==> src/mcaw_pkg.sv <==
// Shared types, register codes and mode tables of the micro-tile copy address walker.
package mcaw_pkg;

  localparam logic [12:0] MAX_DIM = 13'd4096;

  typedef enum logic [2:0] {
    CFG_PIXEL_SIZE_MODE = 3'd0,
    CFG_COPY_DIRECTION  = 3'd1,
    CFG_LINEAR_STRIDE   = 3'd2,
    CFG_TILED_STRIDE    = 3'd3,
    CFG_BOX_LEFT        = 3'd4,
    CFG_BOX_TOP         = 3'd5,
    CFG_BOX_WIDTH       = 3'd6,
    CFG_BOX_HEIGHT      = 3'd7
  } cfg_idx_t;

  typedef enum logic [1:0] {
    PIX_1B = 2'd0,
    PIX_2B = 2'd1,
    PIX_4B = 2'd2,
    PIX_8B = 2'd3
  } pix_mode_t;

  localparam logic DIR_LOAD  = 1'b0;
  localparam logic DIR_STORE = 1'b1;

  localparam pix_mode_t PIX_MODE_RST = PIX_4B;

  // One tile worth of row descriptors, handed from the address stage to the row emitter.
  typedef struct packed {
    logic [31:0] src;
    logic [31:0] dst;
    logic [15:0] src_step;
    logic [15:0] dst_step;
    logic [4:0]  row_length;
    logic [2:0]  last_idx;
    logic        last_tile;
  } tile_desc_t;

  function automatic logic [4:0] row_len(input pix_mode_t mode);
    if (mode == PIX_1B) return 5'd8;
    return 5'd16;
  endfunction

  function automatic logic [3:0] tile_w(input pix_mode_t mode);
    logic [3:0] w;
    unique case (mode)
      PIX_1B: w = 4'd8;
      PIX_2B: w = 4'd8;
      PIX_4B: w = 4'd4;
      PIX_8B: w = 4'd2;
    endcase
    return w;
  endfunction

  function automatic logic [3:0] tile_h(input pix_mode_t mode);
    if (mode == PIX_1B) return 4'd8;
    return 4'd4;
  endfunction

endpackage

==> src/mcaw_ifs.sv <==
// Valid/ready channel interfaces of the micro-tile copy address walker.
interface mcaw_in_if;
  logic valid;
  logic ready;
  logic restart;
  modport source (output valid, output restart, input ready);
  modport sink (input valid, input restart, output ready);
endinterface

interface mcaw_out_if;
  logic        valid;
  logic        ready;
  logic [31:0] src_addr;
  logic [31:0] dst_addr;
  logic [4:0]  row_length;
  logic        tile_last_row;
  logic        box_done;
  modport source (output valid, output src_addr, output dst_addr, output row_length,
                  output tile_last_row, output box_done, input ready);
  modport sink (input valid, input src_addr, input dst_addr, input row_length,
                input tile_last_row, input box_done, output ready);
endinterface

interface mcaw_cfg_if;
  logic        valid;
  logic        ready;
  logic [2:0]  index;
  logic [15:0] data;
  modport source (output valid, output index, output data, input ready);
  modport sink (input valid, input index, input data, output ready);
endinterface

==> src/mcaw_row_gen.sv <==
// Row emitter: steps through the rows of one tile and holds the result register.
module mcaw_row_gen import mcaw_pkg::*; (
  input  logic       clk,
  input  logic       rst_n,
  input  logic       desc_valid,
  input  tile_desc_t desc,
  output logic       desc_ready,
  mcaw_out_if.source out_ch
);

  logic        valid_r;
  logic        valid_nxt;
  logic [31:0] src_r;
  logic [31:0] dst_r;
  logic [15:0] src_step_r;
  logic [15:0] dst_step_r;
  logic [4:0]  rlen_r;
  logic [2:0]  last_idx_r;
  logic [2:0]  idx_r;
  logic        last_tile_r;
  logic        last_row_r;
  logic        out_fire;
  logic        load;

  assign out_fire   = valid_r && out_ch.ready;
  assign desc_ready = !valid_r || (out_fire && last_row_r);
  assign load       = desc_valid && desc_ready;

  always_comb begin
    valid_nxt = valid_r;
    if (load) begin
      valid_nxt = 1'b1;
    end else if (out_fire && last_row_r) begin
      valid_nxt = 1'b0;
    end
  end

  always_ff @(posedge clk) begin
    if (!rst_n) begin
      valid_r <= 1'b0;
    end else begin
      valid_r <= valid_nxt;
    end
  end

  always_ff @(posedge clk) begin
    if (load) begin
      src_r       <= desc.src;
      dst_r       <= desc.dst;
      src_step_r  <= desc.src_step;
      dst_step_r  <= desc.dst_step;
      rlen_r      <= desc.row_length;
      last_idx_r  <= desc.last_idx;
      last_tile_r <= desc.last_tile;
      idx_r       <= 3'd0;
      last_row_r  <= 1'b0;
    end else if (out_fire && !last_row_r) begin
      src_r      <= src_r + 32'(src_step_r);
      dst_r      <= dst_r + 32'(dst_step_r);
      idx_r      <= idx_r + 3'd1;
      last_row_r <= (idx_r + 3'd1) == last_idx_r;
    end
  end

  assign out_ch.valid         = valid_r;
  assign out_ch.src_addr      = src_r;
  assign out_ch.dst_addr      = dst_r;
  assign out_ch.row_length    = rlen_r;
  assign out_ch.tile_last_row = last_row_r;
  assign out_ch.box_done      = last_row_r && last_tile_r;

endmodule

==> src/microtile_copy_address_walker.sv <==
// Top level of the micro-tile copy address walker.
//
//   channel  direction  payload                                              role
//   cfg_ch   in         index[2:0], data[15:0]                               register write
//   in_ch    in         restart                                              tile request
//   out_ch   out        src_addr, dst_addr, row_length, tile_last_row,       row descriptor
//                       box_done
//
// A request is registered, its two base offsets are formed in the next cycle by one
// multiplier per side, and the row emitter then issues one row per cycle unless the output
// stalls: 8 rows for 1-byte pixels, 4 otherwise. Rows of the next tile follow without a
// gap, so the rate is set by the output, one transfer per cycle. An empty box consumes the
// request and emits nothing. Reset restores the config registers and puts the walk position
// at the box origin. A stalled output holds its row and backs up into the request side.
module microtile_copy_address_walker import mcaw_pkg::*; (
  input  logic      clk,
  input  logic      rst_n,
  mcaw_cfg_if.sink  cfg_ch,
  mcaw_in_if.sink   in_ch,
  mcaw_out_if.source out_ch
);

  pix_mode_t   pix_mode_r;
  logic        dir_r;
  logic [15:0] lin_stride_r;
  logic [15:0] til_stride_r;
  logic [11:0] box_left_r;
  logic [11:0] box_top_r;
  logic [12:0] box_w_r;
  logic [12:0] box_h_r;

  logic [12:0] cur_col_r, cur_col_nxt;
  logic [12:0] cur_row_r, cur_row_nxt;

  logic        s1_valid_r, s1_valid_nxt;
  logic [12:0] s1_col_r;
  logic [12:0] s1_row_r;
  logic        s1_last_r;

  logic [12:0] bw, bh;
  logic [12:0] col0, row0, col1, row1;
  logic [12:0] nc_sum, nr_sum;
  logic        empty_box;
  logic        wrap_col, wrap_row;
  logic        in_fire;

  logic [12:0] tiled_row;
  logic [12:0] tiled_col;
  logic [17:0] tiled_col_sh;
  logic [28:0] tiled_prod;
  logic [28:0] linear_prod;
  logic [15:0] linear_col_sh;
  logic [31:0] tiled_base;
  logic [31:0] linear_base;
  logic [4:0]  rlen;
  tile_desc_t  desc;
  logic        desc_ready;

  // Register file.
  assign cfg_ch.ready = 1'b1;

  always_ff @(posedge clk) begin
    if (!rst_n) begin
      pix_mode_r   <= PIX_MODE_RST;
      dir_r        <= DIR_LOAD;
      lin_stride_r <= '0;
      til_stride_r <= '0;
      box_left_r   <= '0;
      box_top_r    <= '0;
      box_w_r      <= '0;
      box_h_r      <= '0;
    end else if (cfg_ch.valid) begin
      unique case (cfg_idx_t'(cfg_ch.index))
        CFG_PIXEL_SIZE_MODE: pix_mode_r   <= pix_mode_t'(cfg_ch.data[1:0]);
        CFG_COPY_DIRECTION:  dir_r        <= cfg_ch.data[0];
        CFG_LINEAR_STRIDE:   lin_stride_r <= cfg_ch.data;
        CFG_TILED_STRIDE:    til_stride_r <= cfg_ch.data;
        CFG_BOX_LEFT:        box_left_r   <= cfg_ch.data[11:0];
        CFG_BOX_TOP:         box_top_r    <= cfg_ch.data[11:0];
        CFG_BOX_WIDTH:       box_w_r      <= cfg_ch.data[12:0];
        CFG_BOX_HEIGHT:      box_h_r      <= cfg_ch.data[12:0];
      endcase
    end
  end

  // Walk position and the step to the next tile.
  assign bw        = (box_w_r > MAX_DIM) ? MAX_DIM : box_w_r;
  assign bh        = (box_h_r > MAX_DIM) ? MAX_DIM : box_h_r;
  assign empty_box = (bw == 13'd0) || (bh == 13'd0);
  assign col0      = in_ch.restart ? 13'd0 : cur_col_r;
  assign row0      = in_ch.restart ? 13'd0 : cur_row_r;
  assign col1      = (col0 >= bw || row0 >= bh) ? 13'd0 : col0;
  assign row1      = (col0 >= bw || row0 >= bh) ? 13'd0 : row0;
  assign nc_sum    = col1 + 13'(tile_w(pix_mode_r));
  assign nr_sum    = row1 + 13'(tile_h(pix_mode_r));
  assign wrap_col  = nc_sum >= bw;
  assign wrap_row  = wrap_col && (nr_sum >= bh);

  assign in_ch.ready = !s1_valid_r || desc_ready;
  assign in_fire     = in_ch.valid && in_ch.ready;

  always_comb begin
    cur_col_nxt  = cur_col_r;
    cur_row_nxt  = cur_row_r;
    s1_valid_nxt = s1_valid_r && !desc_ready;
    if (in_fire) begin
      if (empty_box) begin
        cur_col_nxt = col0;
        cur_row_nxt = row0;
      end else begin
        s1_valid_nxt = 1'b1;
        cur_col_nxt  = wrap_col ? 13'd0 : nc_sum;
        cur_row_nxt  = wrap_col ? (wrap_row ? 13'd0 : nr_sum) : row1;
      end
    end
  end

  always_ff @(posedge clk) begin
    if (!rst_n) begin
      cur_col_r  <= '0;
      cur_row_r  <= '0;
      s1_valid_r <= 1'b0;
    end else begin
      cur_col_r  <= cur_col_nxt;
      cur_row_r  <= cur_row_nxt;
      s1_valid_r <= s1_valid_nxt;
    end
  end

  always_ff @(posedge clk) begin
    if (in_fire && !empty_box) begin
      s1_col_r  <= col1;
      s1_row_r  <= row1;
      s1_last_r <= wrap_row;
    end
  end

  // Base offsets of the tile on both sides.
  assign tiled_row   = 13'(box_top_r) + s1_row_r;
  assign tiled_col   = 13'(box_left_r) + s1_col_r;
  assign tiled_prod  = tiled_row * til_stride_r;
  assign linear_prod = s1_row_r * lin_stride_r;

  always_comb begin
    unique case (pix_mode_r)
      PIX_1B: tiled_col_sh = {2'b00, tiled_col, 3'b000};
      PIX_2B: tiled_col_sh = {2'b00, tiled_col, 3'b000};
      PIX_4B: tiled_col_sh = {1'b0, tiled_col, 4'b0000};
      PIX_8B: tiled_col_sh = {tiled_col, 5'b00000};
    endcase
  end

  assign linear_col_sh = 16'(s1_col_r) << pix_mode_r;
  assign tiled_base    = 32'(tiled_prod) + 32'(tiled_col_sh);
  assign linear_base   = 32'(linear_prod) + 32'(linear_col_sh);
  assign rlen          = row_len(pix_mode_r);

  always_comb begin
    desc.row_length = rlen;
    desc.last_idx   = 3'(tile_h(pix_mode_r) - 4'd1);
    desc.last_tile  = s1_last_r;
    if (dir_r == DIR_STORE) begin
      desc.src      = linear_base;
      desc.dst      = tiled_base;
      desc.src_step = lin_stride_r;
      desc.dst_step = 16'(rlen);
    end else begin
      desc.src      = tiled_base;
      desc.dst      = linear_base;
      desc.src_step = 16'(rlen);
      desc.dst_step = lin_stride_r;
    end
  end

  mcaw_row_gen u_row_gen (
    .clk        (clk),
    .rst_n      (rst_n),
    .desc_valid (s1_valid_r),
    .desc       (desc),
    .desc_ready (desc_ready),
    .out_ch     (out_ch)
  );

endmodule

==> src/flat_wrapper.sv <==
// flat-port wrapper written by rule: the top's interface ports become plain ports
module microtile_copy_address_walker_flat import mcaw_pkg::*;
  (clk, rst_n, cfg_ch_valid, cfg_ch_index, cfg_ch_data, cfg_ch_ready, in_ch_valid, in_ch_restart, in_ch_ready, out_ch_valid, out_ch_src_addr, out_ch_dst_addr, out_ch_row_length, out_ch_tile_last_row, out_ch_box_done, out_ch_ready);
  mcaw_cfg_if cfg_ch_i ();
  mcaw_in_if in_ch_i ();
  mcaw_out_if out_ch_i ();
  input  logic clk;
  input  logic rst_n;
  input wire logic [$bits(cfg_ch_i.valid)-1:0] cfg_ch_valid;
  input wire logic [$bits(cfg_ch_i.index)-1:0] cfg_ch_index;
  input wire logic [$bits(cfg_ch_i.data)-1:0] cfg_ch_data;
  output wire logic [$bits(cfg_ch_i.ready)-1:0] cfg_ch_ready;
  input wire logic [$bits(in_ch_i.valid)-1:0] in_ch_valid;
  input wire logic [$bits(in_ch_i.restart)-1:0] in_ch_restart;
  output wire logic [$bits(in_ch_i.ready)-1:0] in_ch_ready;
  output wire logic [$bits(out_ch_i.valid)-1:0] out_ch_valid;
  output wire logic [$bits(out_ch_i.src_addr)-1:0] out_ch_src_addr;
  output wire logic [$bits(out_ch_i.dst_addr)-1:0] out_ch_dst_addr;
  output wire logic [$bits(out_ch_i.row_length)-1:0] out_ch_row_length;
  output wire logic [$bits(out_ch_i.tile_last_row)-1:0] out_ch_tile_last_row;
  output wire logic [$bits(out_ch_i.box_done)-1:0] out_ch_box_done;
  input wire logic [$bits(out_ch_i.ready)-1:0] out_ch_ready;
  assign cfg_ch_i.valid = cfg_ch_valid;
  assign cfg_ch_i.index = cfg_ch_index;
  assign cfg_ch_i.data = cfg_ch_data;
  assign cfg_ch_ready = cfg_ch_i.ready;
  assign in_ch_i.valid = in_ch_valid;
  assign in_ch_i.restart = in_ch_restart;
  assign in_ch_ready = in_ch_i.ready;
  assign out_ch_valid = out_ch_i.valid;
  assign out_ch_src_addr = out_ch_i.src_addr;
  assign out_ch_dst_addr = out_ch_i.dst_addr;
  assign out_ch_row_length = out_ch_i.row_length;
  assign out_ch_tile_last_row = out_ch_i.tile_last_row;
  assign out_ch_box_done = out_ch_i.box_done;
  assign out_ch_i.ready = out_ch_ready;
  microtile_copy_address_walker u_core (.clk(clk), .rst_n(rst_n), .cfg_ch(cfg_ch_i), .in_ch(in_ch_i), .out_ch(out_ch_i));
endmodule
==> config.mk <==
export PLATFORM = sky130hd
export DESIGN_NAME = microtile_copy_address_walker_flat
export DESIGN_NICKNAME = d
export VERILOG_FILES = /design/src/mcaw_pkg.sv /design/src/mcaw_ifs.sv /design/src/mcaw_row_gen.sv /design/src/microtile_copy_address_walker.sv /design/src/flat_wrapper.sv
export SDC_FILE = /design/constraint.sdc
export NUM_CORES = 2
export LEC_CHECK = 0
export BUFFER_PORTS_ARGS = -buffer_cell sky130_fd_sc_hd__buf_2
export CAP_MARGIN = 0
export CORE_MARGIN = 3
export CORE_UTILIZATION = 30
export CTS_CLUSTER_DIAMETER = 40
export DETAILED_ROUTE_END_ITERATION = 8
export GPL_ROUTABILITY_DRIVEN = 1
export HOLD_SLACK_MARGIN = 0.15
export PLACE_DENSITY = 0.46
export SYNTH_ARGS = -nofsm -noshare
export SYNTH_HDL_FRONTEND = slang
export SYNTH_SLANG_ARGS = --single-unit
==> constraint.sdc <==
create_clock -name clk -period 16 [get_ports clk]
set_clock_uncertainty 0.1 [all_clocks]
set_input_delay 3.2 -clock clk [delete_from_list [all_inputs] [get_ports clk]]
set_output_delay 3.2 -clock clk [all_outputs]
set_load 0.02 [all_outputs]
==> run summary <==
Status: finished, final reports clean
RSZ-0062 raised after global routing: false
R2R Path End: u_core.u_row_gen.out_ch.src_addr[29]$_DFFE_PP_
Relative slew slack: 0.2257
FP Rows: 114
Worst Hold Endpoint: u_core.u_row_gen.last_tile_r$_DFFE_PP_
Met3 Use GR: 0.01724
Largest net degree at the start of global routing: 73
CTS max path bufs: 3
Worst EP arrival: 9850 ps
Crit. End Element: flip-flop
Top post-synthesis cells by area: fa_1 (23%), edfxtp_1 (13%), ha_1 (13%)
Util after Layout: 0.3414
TritonCTS Buffers: 53
Drt wl/cell: 19.54 µm
Total wire length: 91570 µm
Grt met2 use: 0.2948
Post-synth EDFFs: 126
Synth cell count leaders: nand2_1 (578), inv_1 (390), fa_1 (342)
Origin of the critical flop-to-flop path: u_core.s1_row_r[1]$_DFFE_PP_
Port Buffers: 94
Final min period: 9408 ps
HP Class: flip-flop to flip-flop
Synth Warn #: 0
Starting density of the core: 0.3053
CTS tree: yes
Iter 0 DRT Violations: 1473
Final hold vios: 0
Design area: 33260 µm²
Cell count after synthesis: 3335
Vias in the first global route: 23580
Core box area: 97420 µm²
Area share of the largest cell type after synthesis: 0.2302
Final worst path period share: 0.5880
Post-cts resize count: 0
Largest delay share family, worst path: simple AND/OR/NAND/NOR gates
Vias per cell: 4.874
Synthesized area per cell: 8.917 µm²
Hold path startpoint: u_core.s1_last_r$_DFFE_PP_
Req. time, crit path: 16440 ps
PwrDens: 76.20 nW/µm²
Setup slack, reg-to-reg: 6620 ps
Synth cell types: 78
Ys flop type: edfxtp_1
CTS sink cnt: 243
Lkg Pwr: 0.01482 µW
WS Path Type: input port to flip-flop
Placed Area: 31510 µm²
Setup bufs post-CTS: 0
Die height: 320.8 µm
Most numerous cell in the Yosys netlist: nand2_1
# hold bufs at CTS: 0
Worst slew pin tran: 1156 ps
Worst Setup Start Kind: input port
WP buf/inv: 4
DR pass1 iterations: 5
H-Tree Depth: 2
Number of antenna-violating nets in the routed design: 0
Detailed Place HPWL: 70900 µm
Max incr delay on CP: 760 ps
Layout area overhead: 11.84%
Met1 usage in global routing: 0.2601
FF-to-FF path depth: 28
Initial antenna violation count: 3
Gr usage total: 0.1792
Most Crowded Layer GR: met2
Die ar.: 102900 µm²
Hold path cells: 0
Worst skew pair latency: 600 ps
F_max: 106.3 MHz
Yosys top cell by area: fa_1
Final setup TNS: 0 ps
DIE WIDTH: 320.8 µm
Async SR Flop Fraction: 0
Nets: 4034
Seq/Total Area, Yosys: 0.2060
Remaining DRCs: 0
Max Cap Viol: 0
GPL Wtd Cong: 0.8439
Detailed-route via count: 22840
Worst VDD drop: 0.07274 mV
Syn Std Cell Area: 29740 µm²
Slowest CP cell: a21oi_1
CTS root buf: clkbuf_16
Top Ports: 99
GRT overflow: 0
Ratio of cells with drive above 1 in the final layout: 0.07392
Final setup fails: 0
Clock transition at path regs: 50 ps
Slew Viols, Final: 0
Register bit count reported by yosys: 243
Critical path fanouts, max: 32
First-pass GRT wire length: 142900 µm
## per-layer routing
| metal | wire length [µm] | vias to the layer above |
|---|---|---|
| met3 | 3329 | 78 |
| li1 | - | 11060 |
| met1 | 45490 | 11260 |
| met5 | 0 | - |
| met2 | 41530 | 448 |
| met4 | 1217 | 0 |
## worst max path at each step
stage,from,to,slack (ps),cells after the start
3_3_place_gp,in_ch_restart,u_core.cur_row_r[6]$_SDFFE_PN0P_,6100,28
3_5_place_dp,in_ch_restart,u_core.cur_row_r[12]$_SDFFE_PN0P_,6030,28
2_1_floorplan,in_ch_restart,u_core.cur_row_r[4]$_SDFFE_PN0P_,7320,30
6_report,in_ch_restart,u_core.cur_row_r[12]$_SDFFE_PN0P_,6590,28
5_1_grt,in_ch_restart,u_core.cur_row_r[12]$_SDFFE_PN0P_,6050,27
4_1_cts,u_core.s1_row_r[0]$_DFFE_PP_,u_core.u_row_gen.out_ch.src_addr[29]$_DFFE_PP_,6570,29
## flip-flops by register name, summed over array words and instances, names as in the netlist, 16 cells and up
name	flops
u_core.lin_stride_r	16
u_core.u_row_gen.out_ch.src_addr	32
u_core.u_row_gen.dst_step_r	16
u_core.til_stride_r	16
u_core.u_row_gen.out_ch.dst_addr	32
u_core.u_row_gen.src_step_r	16
## metrics by stage
step	worst slack [ps]	hold WS, ps	power (µW)	std cells
after global placement	6098	316.9	1488	4587
after global routing	6053	331.4	2674	4685
after CTS	6566	329.9	2563	4685
after detailed placement	6029	317.3	1487	4587
final	6592	322.9	2534	4687
after floorplan	7319	300.3	1220	3337
## worst reg2reg max path: cells and delay by family (launching register included)
kind                     cells  cell delay, ps
AND/OR/NAND/NOR              4             660
adder cells (fa/ha/maj)      8            3800
flip-flops                   1            1010
XOR/XNOR                     2            1050
buffers and inverters        2             220
AO/OA/AOI/OAI               12            2220
## placed cells by master (no fill, tap or decap), types with 54 or more instances in the layout
master	instances
fa_1	342
edfxtp_1	126
inv_1	390
clkbuf_16	54
nand2_1	578
o21ai_0	83
nor2_1	130
buf_2	94
a21oi_1	149
a21boi_0	85
ha_1	301
and2_1	164
nand2b_1	59
nor2b_1	66
xnor2_1	89
dfxtp_1	116
## final cells by class
cell class                      instances  area, µm²
Tap cell                             1276       1597
Sequential cell                       243       6130
Clock buffer                           62       1401
Clock inverter                         36      344.1
Fill cell                           10220      64160
Multi-Input combinational cell       2556      21640
Inverter                              392       1473
Antenna cell                            2      5.005
Timing Repair Buffer                  120      665.6
## report_power, final
part           leakage [µW]  total [µW]  internal, µW  switching [µW]
registers           0.00212         723           681            42.0
logic                0.0119         753           267             486
clock network      0.000820        1060           690             369
## cell families (layout without fill, tap and decap cells)
group | after synthesis | in the layout | share of synthesized area
AO/OA/AOI/OAI | 559 | 559 | 0.1239
flip-flops | 243 | 243 | 0.2060
adder cells (fa/ha/maj) | 643 | 643 | 0.3569
other | 2 | 6 | 0.0002525
AND/OR/NAND/NOR | 1157 | 1157 | 0.1820
multiplexers | 52 | 52 | 0.02095
buffers and inverters | 538 | 610 | 0.06850
XOR/XNOR | 141 | 141 | 0.04153
(Power assumes the default switching activity.)
